--- src/sv/ugli_pkg.sv ---
// Shared types and constants for the uniform grid LUT interpolator.
// No dependencies; imported by every module of the block.
package ugli_pkg;

	localparam int STEP_W = 16;
	localparam int DATA_W = 16;
	localparam int X_W    = 32;

	// configuration register indexes
	localparam logic [1:0] CFG_X_FIRST      = 2'd0;
	localparam logic [1:0] CFG_X_STEP       = 2'd1;
	localparam logic [1:0] CFG_TABLE_LENGTH = 2'd2;

	// lookup classes
	localparam logic [1:0] CLS_INTERP = 2'd0;
	localparam logic [1:0] CLS_BELOW  = 2'd1;
	localparam logic [1:0] CLS_ABOVE  = 2'd2;
	localparam logic [1:0] CLS_LAST   = 2'd3;

	// saturation bounds of the 16-bit output
	localparam logic signed [17:0] Y_SAT_HI = 18'sd32767;
	localparam logic signed [17:0] Y_SAT_LO = -18'sd32768;

	typedef struct packed {
		logic              cmd;
		logic signed [31:0] x_value;
		logic [5:0]        entry_index;
		logic signed [15:0] entry_value;
	} in_item_t;

	typedef struct packed {
		logic signed [15:0] y_value;
		logic              outside_table;
	} out_item_t;

endpackage

--- src/sv/ugli_div_pipe.sv ---
// Pipelined restoring divider, one quotient bit per stage, with side payload.
// Depends on ugli_pkg for the divisor width.
module ugli_div_pipe #(
	parameter int DW = 32,
	parameter int PW = 8
) (
	input  logic                       clk,
	input  logic                       arst_n,
	input  logic                       adv,
	input  logic                       in_valid,
	input  logic [DW-1:0]              in_dividend,
	input  logic [ugli_pkg::STEP_W-1:0] divisor,
	input  logic [PW-1:0]              in_payload,
	output logic                       out_valid,
	output logic [DW-1:0]              out_quot,
	output logic [ugli_pkg::STEP_W-1:0] out_rem,
	output logic [PW-1:0]              out_payload
);
	import ugli_pkg::*;

	logic              v_s   [DW+1];
	logic [DW-1:0]     n_s   [DW+1];
	logic [STEP_W-1:0] rem_s [DW+1];
	logic [PW-1:0]     pay_s [DW+1];

	always_comb begin
		v_s[0]   = in_valid;
		n_s[0]   = in_dividend;
		rem_s[0] = '0;
		pay_s[0] = in_payload;
	end

	for (genvar k = 0; k < DW; k++) begin : g_stage
		logic [STEP_W:0] trial;
		logic [STEP_W:0] diff;
		logic            qbit;

		always_comb begin
			trial = {rem_s[k], n_s[k][DW-1]};
			diff  = trial - {1'b0, divisor};
			qbit  = (trial >= {1'b0, divisor});
		end

		always_ff @(posedge clk or negedge arst_n) begin
			if (!arst_n) begin
				v_s[k+1] <= 1'b0;
			end else if (adv) begin
				v_s[k+1] <= v_s[k];
			end
		end

		always_ff @(posedge clk) begin
			if (adv) begin
				rem_s[k+1] <= qbit ? diff[STEP_W-1:0] : trial[STEP_W-1:0];
				n_s[k+1]   <= {n_s[k][DW-2:0], qbit};
				pay_s[k+1] <= pay_s[k];
			end
		end
	end

	assign out_valid   = v_s[DW];
	assign out_quot    = n_s[DW];
	assign out_rem     = rem_s[DW];
	assign out_payload = pay_s[DW];

endmodule

--- config.mk ---
export PLATFORM = sky130hd
export DESIGN_NAME = ugli_div_pipe
export DESIGN_NICKNAME = d
export VERILOG_FILES = /design/src/sv/ugli_pkg.sv /design/src/sv/ugli_div_pipe.sv
export SDC_FILE = /design/constraint.sdc
export NUM_CORES = 2
export LEC_CHECK = 0
export BUFFER_PORTS_ARGS = -buffer_cell sky130_fd_sc_hd__buf_2
export CORE_MARGIN = 2
export CORE_UTILIZATION = 45
export CTS_CLUSTER_DIAMETER = 80
export DETAILED_ROUTE_END_ITERATION = 8
export GPL_TIMING_DRIVEN = 0
export SLEW_MARGIN = 20
export SYNTH_ARGS = -nofsm -noshare
export SYNTH_HDL_FRONTEND = slang
export SYNTH_SLANG_ARGS = --single-unit
--- constraint.sdc ---
create_clock -name clk -period 5.7 [get_ports clk]
set_clock_uncertainty 0.2 [all_clocks]
set_input_delay 1.14 -clock clk [delete_from_list [all_inputs] [get_ports clk]]
set_output_delay 1.14 -clock clk [all_outputs]
set_load 0.02 [all_outputs]
=== Yosys cells after proc, flatten, opt, wreduce, memory -nomap -nowiden ===
Cells that the tools add are included.

* $add $sub $neg: 32
* Multipliers: 0
* Div/mod/pow operators: 0
* Magnitude comparators: 32
* Eq/ne operators: 0
* Shifts and indexed selects: 0
* Multiplexer cells: 32
* Bitwise operators: 0
* Reduce and logical (&&, ||, !) cells: 0

{| class="wikitable"
|+ Operator list
! operator !! number
|-
| >= comparator 17 x 16 -> 1 bit || 31
|-
| 2-to-1 mux 16 bit || 31
|-
| subtractor 16 bit || 31
|-
| >= comparator 1 x 16 -> 1 bit || 1
|-
| subtractor 1 x 16 -> 16 bit || 1
|-
| 2-to-1 mux 1 bit || 1
|}

* Register bits after elaboration: 1824
* Latch bits: 0
* RAM bits: 0
* Bits in read-only memories: 0
* Input bits: 60
* Output and inout port bits: 57
* Logic and storage cells: 225
* Memories kept: 0

=== Depth between registers and ports, before layout ===
* Depth in word-level cells: 2
* Gate-level depth with buffers: 14

=== Worst setup path before layout ===
No wires, ideal clock.

* Kind: in2reg
* From: input port divisor[1] (netlist bit)
* To: register rem_s (netlist bit g_stage[20].trial[11]), data pin
* Setup time: 0.260 ns
* Data arrival time: 4.478 ns
* Required time: 5.240 ns
* Slack: 0.762 ns
* Stages on the path: 13
* Buffers on the path: 2
* Cell sequence: clkbuf_1 inv_1 ha_1 nor2b_4 o31a_1 o31ai_4 a211oi_1 o21a_1 o311ai_1 nand2_1 a211oi_4 buf_12 mux2_4

* Cells in the longest elaborated chain, start to end: 2
* Elaborated cells between the ends (all ways): 3

{| class="wikitable"
|+ RTL lines
! element !! line !! source
|-
| start: declaration || ugli_div_pipe.sv:12 || <nowiki>input logic [ugli_pkg::STEP_W-1:0] divisor,</nowiki>
|-
| subtractor 16 bit / >= comparator 17 x 16 -> 1 bit (equally long branches) || ugli_div_pipe.sv:40, ugli_div_pipe.sv:41 ||
|-
| 2-to-1 mux 16 bit (*) || ugli_div_pipe.sv:54 || <nowiki>rem_s[k+1] <= qbit ? diff[STEP_W-1:0] : trial[STEP_W-1:0];</nowiki>
|-
| end signal: indexed assignment || ugli_div_pipe.sv:54 ||
|-
| end: declaration || ugli_div_pipe.sv:23 || <nowiki>logic [STEP_W-1:0] rem_s [DW+1];</nowiki>
|}

Mark *: on every way between the ends. The rest lies on a longest branch, timed or not.
A chain may end at the register's enable or synchronous reset.

=== Worst setup path in the final report ===
* From: input port divisor[1] (netlist bit)
* To: register rem_s (netlist bit g_stage[27].trial[9]), data pin

The elaborated chain is that of the path after synthesis.

==> flow_summary.toml <==
[global_route]
grt_pass1_vias = 44689
grt_pass1_wl_mm = 237
grt-ovfl-total = 0
use_met1 = 0.216
grt.met2_usage = 0.259
globalRouteTotalUtil = 0.159
grt_busiest_layer = "met2"
met3_usage = 0.0271
grt_max_degree = 154
antenna_found_initial = 5

[synthesis]
synth_edf_count = 1792
syn-num-nets = 6198
ys_async_sr_fraction = 0.0175
yosysMostFrequentCell = "edfxtp_1"
yosysSeqAreaShare = 0.659
ys_warn_count = 0
synth.area.top_cells = "edfxtp_1 65%, ha_1 7.5%, mux2_2 4.5%"
synth_flop_cell = "edfxtp_1"
synth.distinct_cells = 88
synth_top_area_frac = 0.650
synthCells = 5609
synth_top_area_cell = "edfxtp_1"
ys_seq_elements = 1824
mappedNetlistArea_um2 = 82800
ys_top_cells_by_count = "1792 x edfxtp_1, 498 x ha_1, 369 x nor2_1"
synth.avg_cell_area_um2 = 14.8

[sta]
fin_ws_ns = 0.535
slew_violations = 0
rsz0062_at_grt = "no"
min_period_ns = 5.16
tns_ns = 0
final_hold_viol_count = 0
relSlewSlack = 0.292
fmax_mhz = 194
tightest_slew_ns = 1.05
setup_viol = 0
timing.final.crit_share = 0.906
whs_ns = 0.157

[cts]
cts_buffers = 192
cts_tree = "done"
hold_buffers = 0
htreeDepth = 4
clock-sinks = 1824
cts_resized = 0
clock_tree.buffer_depth = 3
clkTransAtPathRegs_ns = 0.06
root_buffer = "clkbuf_16"
cts_setup_buffers = 0
clock_latency_ns = 0.82

[pwr]
power_switching_mw = 16.0
leakagePower_nw = 34.7
power_frac_seq = 0.392
p_comb_frac = 0.361
p_int_mw = 34.8
total_power_mw = 50.8
pwr-share-clk = 0.247
swShare = 0.315
power_density_nw_per_um2 = 542
max-vdd-ir-drop_mv = 0.269

[finish]
synthToLayoutAreaGrowth_pct = 13.1
finalNetCount = 6538
fin_cells = 8578
final_area_um2 = 93700
drive_gt1_frac = 0.149
finish.utilization = 0.512

[critical_path]
crit_slowest_cell = "a211oi_2"
path_cells = "buf_6 > clkbuf_1 > inv_4 > buf_12 > ha_1 > nor2b_1 > o21ai_0 > a21oi_1 > nor2_1 > o31ai_1 > a41oi_1 > o21ai_1 > a211oi_2 > buf_4 > mux2_2"
worstReg2RegStart = "g_stage[26].trial[1]"
critical_path_peak_fanout = 17
cpPeakStageDelay_ns = 0.69
path_class = "input port to register"
cp.arrival_ns = 5.53
r2r-end = "g_stage[27].trial[9]"
r2r_slack_ns = 1.69
critPathLaunchType = "input port"
required_ns = 6.07
endpoint_kind = "register"
critPathBufInv = 5
r2r_cells = 11
path_delay_family = "compound AO/OA/AOI/OAI gates"

[detailed_routing]
routed_wirelength_mm = 149
drcViolationCount = 0
wl_per_cell_um = 17.3
drt_iter0_drc = 3282
postRouteAntennaNets = 0
via_count = 45420
avgViaCountPerCell = 5.29
firstDrtPassIters = 6

[die]
coreArea_um2 = 183000
initial_core_util = 0.452
die-area_um2 = 188000
rows = 157
die_y_um = 433
die_x_um = 433
ios = 117

[run]
cap_viol_max_count = 0

[outcome]
status = "finished clean"

[place]
dpl.hpwl_mm = 97.0
gp_congestion = 0.901
dp_cells = 8219
port_buffers = 116
place_ws_ns = -0.172
place_area_um2 = 87300

[hold_path]
hold_path.class = "input port to async pin"
final cells by class:
class	count	area (µm²)
Fill cell	15390	89400
Sequential cell	1824	54600
Multi-Input combinational cell	3494	26900
Clock buffer	243	5060
Tap cell	2464	3080
Timing Repair Buffer	146	1360
Clock inverter	115	1350
Inverter	176	698
Buffer	115	671
Antenna cell	1	2.50
worst register-to-register path: stages, from the launching register on:
cell	delay (ns)
edfxtp_1	0.40
ha_1	0.34
nor2b_1	0.14
o21ai_0	0.22
a21oi_1	0.14
nor2_1	0.28
o31ai_1	0.22
a41oi_1	0.31
o21ai_1	0.13
a211oi_2	0.69
buf_4	0.33
mux2_2	0.36
power groups by stage:
stage	clock, mW	combinational, mW	sequential [mW]
after floorplan	0	14.4	19.7
after global routing	13.5	20.5	20.2
final	12.5	18.3	19.9
after global placement	0	17.8	20.9
after CTS	13.0	18.3	19.9
after detailed placement	0	18.2	20.2
layer usage:
metal / vias up / share of wire
li1: 22281 / -
met1: 22057 / 0.46
met2: 833 / 0.47
met3: 249 / 0.042
met4: 0 / 0.025
met5: - / 0
how the worst max path moves through the flow:
stage / to / startpoint / depth (start not counted) / slack (ns)
3_3_place_gp: out_quot[9] / adv / 1 / -25.08
4_1_cts: g_stage[27].trial[15] / divisor[1] / 15 / 0.73
5_1_grt: g_stage[27].trial[9] / divisor[1] / 15 / 0.32
6_report: g_stage[27].trial[9] / divisor[1] / 15 / 0.54
3_5_place_dp: g_stage[27].trial[15] / divisor[1] / 15 / -0.17
2_1_floorplan: g_stage[20].trial[11] / divisor[1] / 13 / 0.76
cells in the final DEF, fill, tap and decap left out, types with 123 or more instances in the layout:
cell and n:
a21oi_1 352, buf_2 131, clkbuf_16 193, edfxtp_1 1792, ha_1 498, inv_1 161, mux2_2 329, nand2_1 225
nor2_1 369, o21ai_0 214, xnor2_1 247, xor2_1 123
sequential cells by signal, indices dropped and copies added, names as in the netlist:
register,count
g_stage.trial,527
n_s,961
out_payload,8
out_quot,32
out_rem,16
out_valid,1
pay_s,248
v_s,31
cell families after synthesis:
kind of cell	synth area share
AOI/OAI and AO/OA	0.0838
xor gates and xnor gates	0.0391
adders and majority gates	0.0827
buffers and inverters	0.0161
DFF	0.659
muxes	0.0532
and+or+nand+nor	0.0658
(Power assumes the default switching activity.)
